### src/mh2_pkg.sv
`timescale 1ns / 1ps
// ----------------------------------------------------------------------------
// MurmurHash2 package
// Constants, datapath command codes and the command/status structs shared by
// the controller and the datapath of the 32-bit MurmurHash2 engine.
// ----------------------------------------------------------------------------
package mh2_pkg;

  localparam logic [31:0] MIX_MUL     = 32'h5bd1e995;
  localparam int unsigned MIX_SHIFT   = 24;
  localparam int unsigned FIN_SHIFT_A = 13;
  localparam int unsigned FIN_SHIFT_B = 15;
  localparam logic [31:0] SEED_RESET  = 32'd97;
  localparam logic [2:0]  FULL_BYTES  = 3'd4;

  // Operations that the datapath carries out.
  typedef enum logic [2:0] {
    OP_NONE,
    OP_K1,
    OP_K2,
    OP_HMIX,
    OP_TAIL,
    OP_FIN,
    OP_OUT
  } dp_op_t;

  typedef struct packed {
    logic   load;
    dp_op_t op;
  } mh2_cmd_t;

  typedef struct packed {
    logic in_full;
    logic in_tail;
    logic in_last;
    logic last;
    logic out_free;
  } mh2_status_t;

  // Keeps the valid bytes of a word; a count of four or more keeps all.
  function automatic logic [31:0] byte_mask(input logic [2:0] count);
    logic [31:0] mask;
    case (count)
      3'd0:    mask = 32'h0000_0000;
      3'd1:    mask = 32'h0000_00ff;
      3'd2:    mask = 32'h0000_ffff;
      3'd3:    mask = 32'h00ff_ffff;
      default: mask = 32'hffff_ffff;
    endcase
    return mask;
  endfunction

endpackage

### src/mh2_channels.sv
`timescale 1ns / 1ps
// ----------------------------------------------------------------------------
// MurmurHash2 channel interfaces
// Valid/ready channels for key words, hash results and the seed register.
// ----------------------------------------------------------------------------
interface mh2_in_if;
  logic        valid;
  logic        ready;
  logic [31:0] data_word;
  logic [2:0]  byte_count;
  logic        first_word;
  logic        last_word;
  logic [30:0] key_length;

  modport source (output valid, data_word, byte_count, first_word, last_word, key_length,
                  input ready);
  modport sink (input valid, data_word, byte_count, first_word, last_word, key_length,
                output ready);
endinterface

interface mh2_out_if;
  logic        valid;
  logic        ready;
  logic [31:0] hash_value;

  modport source (output valid, hash_value, input ready);
  modport sink (input valid, hash_value, output ready);
endinterface

interface mh2_cfg_if;
  logic        valid;
  logic        ready;
  logic [31:0] hash_seed;

  modport source (output valid, hash_seed, input ready);
  modport sink (input valid, hash_seed, output ready);
endinterface

### src/mh2_datapath.sv
`timescale 1ns / 1ps
// ----------------------------------------------------------------------------
// MurmurHash2 datapath
// Seed and running hash registers around one shared constant multiplier.
// ----------------------------------------------------------------------------
module mh2_datapath (
  input  logic                 clk,
  input  logic                 rst_n,
  mh2_in_if.sink               in_ch,
  mh2_out_if.source            out_ch,
  mh2_cfg_if.sink              cfg_ch,
  input  mh2_pkg::mh2_cmd_t    cmd,
  output mh2_pkg::mh2_status_t status
);

  logic [31:0] seed_r;
  logic [31:0] h_r;
  logic [31:0] word_r;
  logic [31:0] k_r;
  logic [31:0] out_data_r;
  logic        out_valid_r;
  logic        last_r;
  logic [31:0] mul_a;
  logic [31:0] mul_p;

  // One multiplier by the mixing constant serves every multiply step.
  always_comb begin
    case (cmd.op)
      mh2_pkg::OP_K1:   mul_a = word_r;
      mh2_pkg::OP_K2:   mul_a = k_r ^ (k_r >> mh2_pkg::MIX_SHIFT);
      mh2_pkg::OP_TAIL: mul_a = h_r ^ word_r;
      mh2_pkg::OP_FIN:  mul_a = h_r ^ (h_r >> mh2_pkg::FIN_SHIFT_A);
      default:          mul_a = h_r;
    endcase
  end

  assign mul_p = mul_a * mh2_pkg::MIX_MUL;

  always_ff @(posedge clk) begin
    if (!rst_n) begin
      seed_r      <= mh2_pkg::SEED_RESET;
      h_r         <= '0;
      last_r      <= 1'b0;
      out_valid_r <= 1'b0;
    end else begin
      if (cfg_ch.valid) begin
        seed_r <= cfg_ch.hash_seed;
      end
      if (cmd.load) begin
        last_r <= in_ch.last_word;
        if (in_ch.first_word) begin
          h_r <= seed_r ^ {1'b0, in_ch.key_length};
        end
      end
      if (cmd.op == mh2_pkg::OP_HMIX) begin
        h_r <= mul_p ^ k_r;
      end else if (cmd.op == mh2_pkg::OP_TAIL) begin
        h_r <= mul_p;
      end
      if (cmd.op == mh2_pkg::OP_OUT) begin
        out_valid_r <= 1'b1;
      end else if (out_ch.ready) begin
        out_valid_r <= 1'b0;
      end
    end
  end

  always_ff @(posedge clk) begin
    if (cmd.load) begin
      word_r <= in_ch.data_word & mh2_pkg::byte_mask(in_ch.byte_count);
    end
    if (cmd.op == mh2_pkg::OP_K1 || cmd.op == mh2_pkg::OP_K2 ||
        cmd.op == mh2_pkg::OP_FIN) begin
      k_r <= mul_p;
    end
    if (cmd.op == mh2_pkg::OP_OUT) begin
      out_data_r <= k_r ^ (k_r >> mh2_pkg::FIN_SHIFT_B);
    end
  end

  assign cfg_ch.ready       = 1'b1;
  assign out_ch.valid       = out_valid_r;
  assign out_ch.hash_value  = out_data_r;

  assign status.in_full  = (in_ch.byte_count >= mh2_pkg::FULL_BYTES);
  assign status.in_tail  = (in_ch.byte_count != 3'd0) &&
                           (in_ch.byte_count < mh2_pkg::FULL_BYTES);
  assign status.in_last  = in_ch.last_word;
  assign status.last     = last_r;
  assign status.out_free = !out_valid_r || out_ch.ready;

  // A new result is only loaded when the previous one has left or is leaving.
  a_out_no_overwrite: assert property (@(posedge clk) disable iff (!rst_n)
    cmd.op == mh2_pkg::OP_OUT |-> (!out_valid_r || out_ch.ready))
    else $error("result register overwritten while a result was pending");

endmodule

### src/mh2_ctrl.sv
`timescale 1ns / 1ps
// ----------------------------------------------------------------------------
// MurmurHash2 controller
// Sequences the mixing, tail and finalization steps of each key word.
// ----------------------------------------------------------------------------
module mh2_ctrl (
  input  logic                 clk,
  input  logic                 rst_n,
  input  logic                 in_valid,
  output logic                 in_ready,
  input  mh2_pkg::mh2_status_t status,
  output mh2_pkg::mh2_cmd_t    cmd
);

  typedef enum logic [2:0] {
    S_IDLE,
    S_K1,
    S_K2,
    S_HMIX,
    S_TAIL,
    S_FIN,
    S_OUT
  } state_t;

  state_t state_r;
  state_t state_nxt;

  always_comb begin
    state_nxt = state_r;
    cmd.load  = 1'b0;
    cmd.op    = mh2_pkg::OP_NONE;
    unique case (state_r)
      S_IDLE: begin
        if (in_valid) begin
          cmd.load = 1'b1;
          if (status.in_full) begin
            state_nxt = S_K1;
          end else if (status.in_tail) begin
            state_nxt = S_TAIL;
          end else if (status.in_last) begin
            state_nxt = S_FIN;
          end
        end
      end
      S_K1: begin
        cmd.op    = mh2_pkg::OP_K1;
        state_nxt = S_K2;
      end
      S_K2: begin
        cmd.op    = mh2_pkg::OP_K2;
        state_nxt = S_HMIX;
      end
      S_HMIX: begin
        cmd.op    = mh2_pkg::OP_HMIX;
        state_nxt = status.last ? S_FIN : S_IDLE;
      end
      S_TAIL: begin
        cmd.op    = mh2_pkg::OP_TAIL;
        state_nxt = status.last ? S_FIN : S_IDLE;
      end
      S_FIN: begin
        cmd.op    = mh2_pkg::OP_FIN;
        state_nxt = S_OUT;
      end
      S_OUT: begin
        if (status.out_free) begin
          cmd.op    = mh2_pkg::OP_OUT;
          state_nxt = S_IDLE;
        end
      end
      default: state_nxt = S_IDLE;
    endcase
  end

  always_ff @(posedge clk) begin
    if (!rst_n) begin
      state_r <= S_IDLE;
    end else begin
      state_r <= state_nxt;
    end
  end

  assign in_ready = (state_r == S_IDLE);

  // A full word runs through both key multiplies before the hash update.
  a_full_word_seq: assert property (@(posedge clk) disable iff (!rst_n)
    in_valid && in_ready && status.in_full |=> ##1 state_r == S_K2 ##1 state_r == S_HMIX)
    else $error("full word did not follow the mixing sequence");

  // An empty last word goes straight to finalization.
  a_empty_last: assert property (@(posedge clk) disable iff (!rst_n)
    in_valid && in_ready && !status.in_full && !status.in_tail && status.in_last
    |=> state_r == S_FIN)
    else $error("empty last word skipped finalization");

  // A tail on the last word is finalized right after it is folded in.
  a_tail_last: assert property (@(posedge clk) disable iff (!rst_n)
    in_valid && in_ready && status.in_tail && status.in_last
    |=> state_r == S_TAIL ##1 state_r == S_FIN)
    else $error("tail on last word not followed by finalization");

  // The controller holds its result step while the output is blocked.
  a_out_hold: assert property (@(posedge clk) disable iff (!rst_n)
    state_r == S_OUT && !status.out_free |=> state_r == S_OUT)
    else $error("controller left the output step while the output was blocked");

endmodule

### src/murmur2_hash_32.sv
`timescale 1ns / 1ps
// ----------------------------------------------------------------------------
// MurmurHash2 32-bit hash engine
// Hashes a key streamed as little-endian 32-bit words and returns one
// finalized 32-bit hash on the last word of each key.
// ----------------------------------------------------------------------------
//
// Channel   Direction  Transfer carries
// in_ch     sink       data_word, byte_count, first_word, last_word, key_length
// out_ch    source     hash_value
// cfg_ch    sink       hash_seed (seed register, reset value 97)
//
// A word of four bytes runs through the transfer, two key multiplies and the
// hash update, a tail word through the transfer and the tail fold, and an
// empty word through its transfer only; a last word adds finalization and
// the result load. Every multiply step shares the single 32-bit constant
// multiplier.
// Reset is synchronous and active low; it clears the running hash to zero
// and the seed to 97. A result waits in the output register until it is
// taken; the next word is accepted meanwhile, and only the following result
// load stalls while that register is still full.
//
// The controller steps through the mixing, tail and finalization phases and
// drives one datapath operation per cycle unless idle or held by a blocked
// output. The datapath keeps the seed, the running hash, the latched (masked)
// word and the intermediate key value, and routes the right operand into the
// multiplier for each operation. The seed register takes a write in any
// cycle; it is only meant to change while no key is in flight.
module murmur2_hash_32 (
  input  logic      clk,
  input  logic      rst_n,
  mh2_in_if.sink    in_ch,
  mh2_out_if.source out_ch,
  mh2_cfg_if.sink   cfg_ch
);

  mh2_pkg::mh2_cmd_t    cmd;
  mh2_pkg::mh2_status_t status;
  logic                 in_ready;

  mh2_ctrl u_ctrl (
    .clk      (clk),
    .rst_n    (rst_n),
    .in_valid (in_ch.valid),
    .in_ready (in_ready),
    .status   (status),
    .cmd      (cmd)
  );

  mh2_datapath u_datapath (
    .clk    (clk),
    .rst_n  (rst_n),
    .in_ch  (in_ch),
    .out_ch (out_ch),
    .cfg_ch (cfg_ch),
    .cmd    (cmd),
    .status (status)
  );

  // Words are taken only between keys' steps, when the controller is idle.
  assign in_ch.ready = in_ready;

endmodule
### src/flat_wrapper.sv
// flat-port wrapper written by rule: the top's interface ports become plain ports
module murmur2_hash_32_flat 
  (clk, rst_n, in_ch_valid, in_ch_data_word, in_ch_byte_count, in_ch_first_word, in_ch_last_word, in_ch_key_length, in_ch_ready, out_ch_valid, out_ch_hash_value, out_ch_ready, cfg_ch_valid, cfg_ch_hash_seed, cfg_ch_ready);
  mh2_in_if in_ch_i ();
  mh2_out_if out_ch_i ();
  mh2_cfg_if cfg_ch_i ();
  input  logic clk;
  input  logic rst_n;
  input wire logic [$bits(in_ch_i.valid)-1:0] in_ch_valid;
  input wire logic [$bits(in_ch_i.data_word)-1:0] in_ch_data_word;
  input wire logic [$bits(in_ch_i.byte_count)-1:0] in_ch_byte_count;
  input wire logic [$bits(in_ch_i.first_word)-1:0] in_ch_first_word;
  input wire logic [$bits(in_ch_i.last_word)-1:0] in_ch_last_word;
  input wire logic [$bits(in_ch_i.key_length)-1:0] in_ch_key_length;
  output wire logic [$bits(in_ch_i.ready)-1:0] in_ch_ready;
  output wire logic [$bits(out_ch_i.valid)-1:0] out_ch_valid;
  output wire logic [$bits(out_ch_i.hash_value)-1:0] out_ch_hash_value;
  input wire logic [$bits(out_ch_i.ready)-1:0] out_ch_ready;
  input wire logic [$bits(cfg_ch_i.valid)-1:0] cfg_ch_valid;
  input wire logic [$bits(cfg_ch_i.hash_seed)-1:0] cfg_ch_hash_seed;
  output wire logic [$bits(cfg_ch_i.ready)-1:0] cfg_ch_ready;
  assign in_ch_i.valid = in_ch_valid;
  assign in_ch_i.data_word = in_ch_data_word;
  assign in_ch_i.byte_count = in_ch_byte_count;
  assign in_ch_i.first_word = in_ch_first_word;
  assign in_ch_i.last_word = in_ch_last_word;
  assign in_ch_i.key_length = in_ch_key_length;
  assign in_ch_ready = in_ch_i.ready;
  assign out_ch_valid = out_ch_i.valid;
  assign out_ch_hash_value = out_ch_i.hash_value;
  assign out_ch_i.ready = out_ch_ready;
  assign cfg_ch_i.valid = cfg_ch_valid;
  assign cfg_ch_i.hash_seed = cfg_ch_hash_seed;
  assign cfg_ch_ready = cfg_ch_i.ready;
  murmur2_hash_32 u_core (.clk(clk), .rst_n(rst_n), .in_ch(in_ch_i), .out_ch(out_ch_i), .cfg_ch(cfg_ch_i));
endmodule
### config.mk
export PLATFORM = sky130hd
export DESIGN_NAME = murmur2_hash_32_flat
export DESIGN_NICKNAME = d
export VERILOG_FILES = /design/src/mh2_pkg.sv /design/src/mh2_channels.sv /design/src/mh2_datapath.sv /design/src/mh2_ctrl.sv /design/src/murmur2_hash_32.sv /design/src/flat_wrapper.sv
export SDC_FILE = /design/constraint.sdc
export NUM_CORES = 1
export LEC_CHECK = 0
export BUFFER_PORTS_ARGS = -buffer_cell sky130_fd_sc_hd__clkbuf_2
export CAP_MARGIN = 20
export CORE_MARGIN = 3
export CORE_UTILIZATION = 64
export CTS_BUF_LIST = sky130_fd_sc_hd__clkbuf_4
export DETAILED_ROUTE_END_ITERATION = 10
export GPL_TIMING_DRIVEN = 1
export PLACE_DENSITY = 0.95
export SLEW_MARGIN = 25
export SYNTH_ARGS = -nofsm -noshare
export SYNTH_HDL_FRONTEND = slang
export SYNTH_SLANG_ARGS = --single-unit
### constraint.sdc
create_clock -name clk -period 11.2 [get_ports clk]
set_input_delay 1.12 -clock clk [delete_from_list [all_inputs] [get_ports clk]]
set_output_delay 1.12 -clock clk [all_outputs]
set_load 0.01 [all_outputs]
### After elaboration in Yosys (flattened, before gate mapping)

Cells that the tools add are included.

| operators by class | value |
|---|---|
| eq/ne operators | 18 |
| multiply operators | 1 |
| magnitude comparators | 2 |
| multiplexer cells | 20 |
| reductions and logical operators | 14 |
| bitwise operators | 7 |

Operators by type and width:

| cell | number |
|---|---|
| one-hot mux 32 bit (4 select lines) | 2 |
| 2-to-1 mux 32 bit | 5 |
| XOR 32 bit | 2 |
| one-hot mux 3 bit (6 select lines) | 2 |
| AND 32 bit | 1 |
| multiplier 32 x 31 -> 32 bit (second input constant) | 1 |
| XOR 32 x 17 -> 32 bit | 1 |
| XOR 32 x 19 -> 32 bit | 1 |
| XOR 32 x 31 -> 32 bit | 1 |
| XOR 32 x 8 -> 32 bit | 1 |
| 2-to-1 mux 3 bit | 7 |
| equality test 3 x 2 -> 1 bit (second input constant) | 6 |
| equality test 3 bit (second input constant) | 6 |
| equality test 3 x 1 -> 1 bit (second input constant) | 3 |
| nonzero test 3 bit | 3 |
| logical NOT 3 bit | 2 |
| 2-to-1 mux 1 bit | 4 |
| != test 4 x 2 -> 1 bit (second input constant) | 1 |
| >= comparator 3 bit (second input constant) | 1 |
| logical OR 1 bit | 3 |
| less-than comparator 3 bit (second input constant) | 1 |
| AND reduction 3 bit | 1 |
| != test 2 x 1 -> 1 bit (second input constant) | 1 |
| != test 2 bit (second input constant) | 1 |
| 5 further kinds | 5 |

| word-level totals | value |
|---|---|
| input port bits | 105 |
| register bits after elaboration | 165 |
| word-level logic and storage cells | 70 |

### Longest topological paths before layout

| logic depth | value |
|---|---|
| depth in word-level cells | 9 |
| mapped depth | 37 |

### Worst setup path before layout

No wires, ideal clock.

| timing | value |
|---|---|
| kind | register -> register |
| start | register u_core.u_ctrl.state_r[0] |
| end | register u_core.u_datapath.h_r[31] |
| data required time | 11.075 ns |
| library setup time | 0.125 ns |
| arrival time | 8.445 ns |
| cell stages (with the launch flop) | 32 |
| slack | 2.630 ns |
| cells stage by stage | dfxtp_1 > buf_6 > buf_2 > buf_1 > buf_1 > mux2i_1 > o311ai_0 > inv_1 > fa_1 > inv_1 > ha_1 > inv_1 > fa_1 > inv_1 > ha_1 > fa_1 > fa_1 > fa_1 > inv_1 > fa_1 > inv_1 > ha_1 > clkbuf_1 > nand4_1 > nor2_1 > nand3_1 > o311ai_1 > nand2_1 > o21ai_0 > xnor2_1 > a211o_1 > o211ai_2 |

| between the ends | value |
|---|---|
| cells in the longest elaborated chain, start to end | 7 |
| elaborated cells on any way between the ends | 22 |
| classes of those cells | mul (1); eq/ne (11); mux (5); bitwise (1); reduce/logical (4) |

Ends and longest elaborated chain:

| item | RTL line | RTL |
|---|---|---|
| start, declared | mh2_ctrl.sv:25 | `state_t state_r;` |
| start signal, assigned | mh2_ctrl.sv:79 | `state_r <= state_nxt;` |
| equality test 3 bit, or another cell as far along | mh2_ctrl.sv:32 | `unique case (state_r)` |
| one-hot mux 3 bit (6 select lines) | mh2_ctrl.sv:32 |  |
| equality test 3 bit, or another cell as far along | mh2_datapath.sv:28 | `case (cmd.op)` |
| one-hot mux 32 bit (4 select lines) | mh2_datapath.sv:28 |  |
| multiplier 32 x 31 -> 32 bit | mh2_datapath.sv:37 | `assign mul_p = mul_a * mh2_pkg::MIX_MUL;` |
| 2-to-1 mux 32 bit / XOR 32 bit (equally long branches) | mh2_datapath.sv:57, mh2_datapath.sv:56 |  |
| 2-to-1 mux 32 bit | mh2_datapath.sv:55 | `if (cmd.op == mh2_pkg::OP_HMIX) begin` |
| end signal, assigned | mh2_datapath.sv:52 | `h_r <= seed_r ^ {1'b0, in_ch.key_length};` |
| end signal, assigned | mh2_datapath.sv:56 | `h_r <= mul_p ^ k_r;` |
| end signal, assigned | mh2_datapath.sv:58 | `h_r <= mul_p;` |
| end, declared | mh2_datapath.sv:17 | `logic [31:0] h_r;` |

Parallel ways exist; a longest one is shown, timed or not.
A chain may end at the register's enable or synchronous reset.

### Worst setup path in the final report

| timing | value |
|---|---|
| start | register u_core.u_ctrl.state_r[2] |
| end | register u_core.u_datapath.h_r[22] |

| between the ends | value |
|---|---|
| cells in the longest elaborated chain, start to end | 7 |
| elaborated cells on any way between the ends | 22 |
| classes of those cells | mul (1); eq/ne (11); mux (5); bitwise (1); reduce/logical (4) |

Ends and longest elaborated chain:

| item | RTL line | RTL |
|---|---|---|
| equality test 3 bit, or another cell as far along | mh2_ctrl.sv:32 |  |
| one-hot mux 3 bit (6 select lines) (*) | mh2_ctrl.sv:32 |  |
| equality test 3 bit, or another cell as far along | mh2_datapath.sv:28 |  |
| one-hot mux 32 bit (4 select lines) (*) | mh2_datapath.sv:28 |  |
| multiplier 32 x 31 -> 32 bit (*) | mh2_datapath.sv:37 |  |
| named net u_core.u_datapath.mul_p[22] | mh2_datapath.sv:24 | `logic [31:0] mul_p;` |
| 2-to-1 mux 32 bit / XOR 32 bit (equally long branches) | mh2_datapath.sv:57, mh2_datapath.sv:56 |  |
| 2-to-1 mux 32 bit (*) | mh2_datapath.sv:55 |  |

The timed path passes the listed nets; every way through them passes the cells marked *.

==> impl_metrics.toml <==
[drt]
first_pass_iters = 9
routed_wl_um = 52100
wl_per_cell_um = 23.0
vias = 14044
detail_route.vias_per_cell = 6.19
ant_nets = 0
dr.max_layer_used = "met5"
met2_length_um = 23400
met1_length_um = 19800
wl_met3_um = 6340
drcViolationCount = 0
drt_iter0_drc = 1675

[clock_network]
clk_latency_ns = 0.60
clkTransAtPathRegs_ns = 0.15
post_cts_resized = 0
clock-sinks = 165
clockBufferDepth = 2
cts_hold_buf = 0
cts_htree_levels = 4
cts_tree = "yes"
cts_root_buf = "clkbuf_4"
numCtsBuffers = 17
cts_setup_buffers = 0

[synthesis]
async_flop_share = 0
synth-seq-area-share = 0.244
ys_types = 72
synthCells = 1800
ys_ff_latch = 165
synthesis.nets = 2297
syn-cell-area_um2 = 17500
yosys_warnings = 0
synth-main-ff-cell = "edfxtp_1"
synth_edf_count = 96
syn_area_per_cell_um2 = 9.73

[setup_path]
worst_r2r_endpoint = "u_core.u_datapath.h_r[22]"
criticalPathCategory = "flop to flop"
rr_startpoint = "u_core.u_ctrl.state_r[2]"
cp.required_ns = 11.71
cpMaxStageDelayCell = "dfxtp_1"
crit_start = "u_core.u_ctrl.state_r[2]"
cp.arrival_ns = 9.83
start_kind = "flop"
slowest_delay_ns = 0.91
r2r_cells = 30
worst_path_most_repeated_cell = "inv_1"
critical_path.endpoint = "u_core.u_datapath.h_r[22]"
regToRegSetupSlack_ns = 1.88
end_kind = "flop"
crit_path_max_fanout = 31

[timing]
worstMarginPinSlew_ns = 1.07
relSlewSlack = 0.289
skew_ns = 0.0279
max_freq_mhz = 107
final.setup.tns_ns = 0
setup_viol = 0
rsz0062_at_grt = "no"
hold_violations = 0
fin_crit_sh = 0.832
maxSlewViolCount = 0
period_needed_ns = 9.32

[global_routing]
first_global_vias = 14403
grt.total_usage = 0.361
overflow = 0
grt_max_degree = 71
grt_pass1_wl_um = 79800
antenna_found_initial = 4

[floorplanning]
fp.dieH_um = 171
design.die.area_um2 = 29400
initial_core_util = 0.661
ios = 140
core-area_um2 = 26500
num_rows = 59
die_w_um = 171

[min_path]
hp-class = "flop to flop"

[cells_and_area]
area_growth_pct = 7.38
drive_above_1_share = 0.111
nets = 2417
final_util = 0.709
fin_cells = 2269

[place]
hpwl_um = 41900
gp_congestion = 1.09
placedCellCount = 2236
portBuffers = 138

[run]
maxCapViolCount = 0

[status]
status = "complete, no violations"
-- logic make-up (layout without fill, tap and decap cells) --
kind of cell	count (synthesis)	count (layout)	share of synthesized area
DFF	165	165	0.244
xor gates and xnor gates	127	127	0.0647
adders and majority gates	392	392	0.357
muxes	48	48	0.0274
and+or+nand+nor	289	289	0.0848
buffers and inverters	440	573	0.0963
AOI/OAI and AO/OA	338	338	0.126
other	1	2	0.000214
-- worst min-delay path by stage --
| stage | start | end | slack, ns | cells past startpoint |
|---|---|---|---|---|
| after floorplan | u_core.u_datapath.h_r[5] | u_core.u_datapath.h_r[5] | 0.44 | 2 |
| after global placement | u_core.u_datapath.seed_r[6] | u_core.u_datapath.seed_r[6] | 0.48 | 2 |
| after detailed placement | u_core.u_datapath.seed_r[6] | u_core.u_datapath.seed_r[6] | 0.49 | 2 |
| after CTS | u_core.u_datapath.h_r[5] | u_core.u_datapath.h_r[5] | 0.52 | 2 |
| after global routing | u_core.u_datapath.h_r[5] | u_core.u_datapath.h_r[5] | 0.53 | 2 |
| final | u_core.u_datapath.seed_r[6] | u_core.u_datapath.seed_r[6] | 0.52 | 2 |
-- per-stage QoR --
stage / worst slack [ns] / hold WS [ns] / area [um^2]
finish: 1.88 / 0.520 / 18800
global route: 1.50 / 0.530 / 18800
CTS: 2.00 / 0.516 / 18800
detailed placement: 2.01 / 0.488 / 18500
global placement: 2.23 / 0.477 / 18500
floorplan: 2.63 / 0.444 / 17500
-- layout by cell type, fill, tap and decap left out, types with 15 or more instances in the layout --
cell / n
ha_1: 212
xor2_1: 58
edfxtp_1: 96
mux2i_1: 48
clkbuf_4: 20
nor2b_1: 60
buf_4: 24
o22ai_1: 16
clkbuf_2: 137
a21oi_1: 80
fa_1: 180
inv_1: 377
and2_1: 15
xnor2_1: 67
o211ai_1: 17
nor2_1: 70
o21ai_0: 94
dfxtp_1: 68
a311o_1: 15
a31oi_1: 18
nand2_1: 66
-- flip-flops by register name (all words and copies together) (netlist names) --
name                                 cells
u_core.u_datapath.h_r                   32
u_core.u_ctrl.state_r                    3
u_core.u_datapath.out_ch.valid           1
u_core.u_datapath.k_r                   32
u_core.u_datapath.last_r                 1
u_core.u_datapath.out_ch.hash_value     32
u_core.u_datapath.seed_r                32
u_core.u_datapath.word_r                32
-- layer usage --
metal,global-route usage,up-vias
met4,0.157,2
met1,0.469,6810
li1,-,6185
met3,0.100,191
met5,0,-
met2,0.571,856
-- worst max-delay path: cells and delay by family, from the launching register on --
family          cells  cell delay [ns]
fa+ha+maj           9             3.84
compound gates      8             2.34
buf+inv            10             1.43
flops               1             0.91
simple gates        3             0.71
-- layout make-up --
class                      count  area (um^2)
antenna                        1         2.50
clock buffer                  20          150
clock inverter                12         96.3
fill                        1913         7700
inverter                     379         1420
multi-input combinational   1195        11600
sequential                   165         4270
tap                          335          419
timing repair buffer         162          871
-- cell usage after synthesis (all sizes together) (6+ instances only) --
cell type,n,share of area
inv,378,0.081
ha,212,0.15
fa,180,0.21
o21ai,97,0.028
edfxtp,96,0.16
a21oi,83,0.024
nor2,70,0.015
dfxtp,69,0.079
xnor2,68,0.034
nand2,67,0.014
nor2b,61,0.022
xor2,58,0.029
mux2i,48,0.027
clkbuf,42,0.0090
buf,19,0.0060
o211ai,19,0.0087
a31oi,18,0.0064
o22ai,16,0.0057
a311o,15,0.0086
and2,15,0.0054
nand2b,13,0.0046
nand3b,13,0.0056
a21o,10,0.0043
a22oi,10,0.0043
and3,10,0.0036
nand3,10,0.0029
nor3b,9,0.0041
o21a,9,0.0039
nor3,8,0.0023
o311ai,8,0.0044
a21boi,7,0.0030
a32oi,6,0.0030
o221ai,6,0.0034
Power is left out: the tool's default activity adds up to more than one toggle a clock period on the data nets, which glitch-free logic cannot reach.
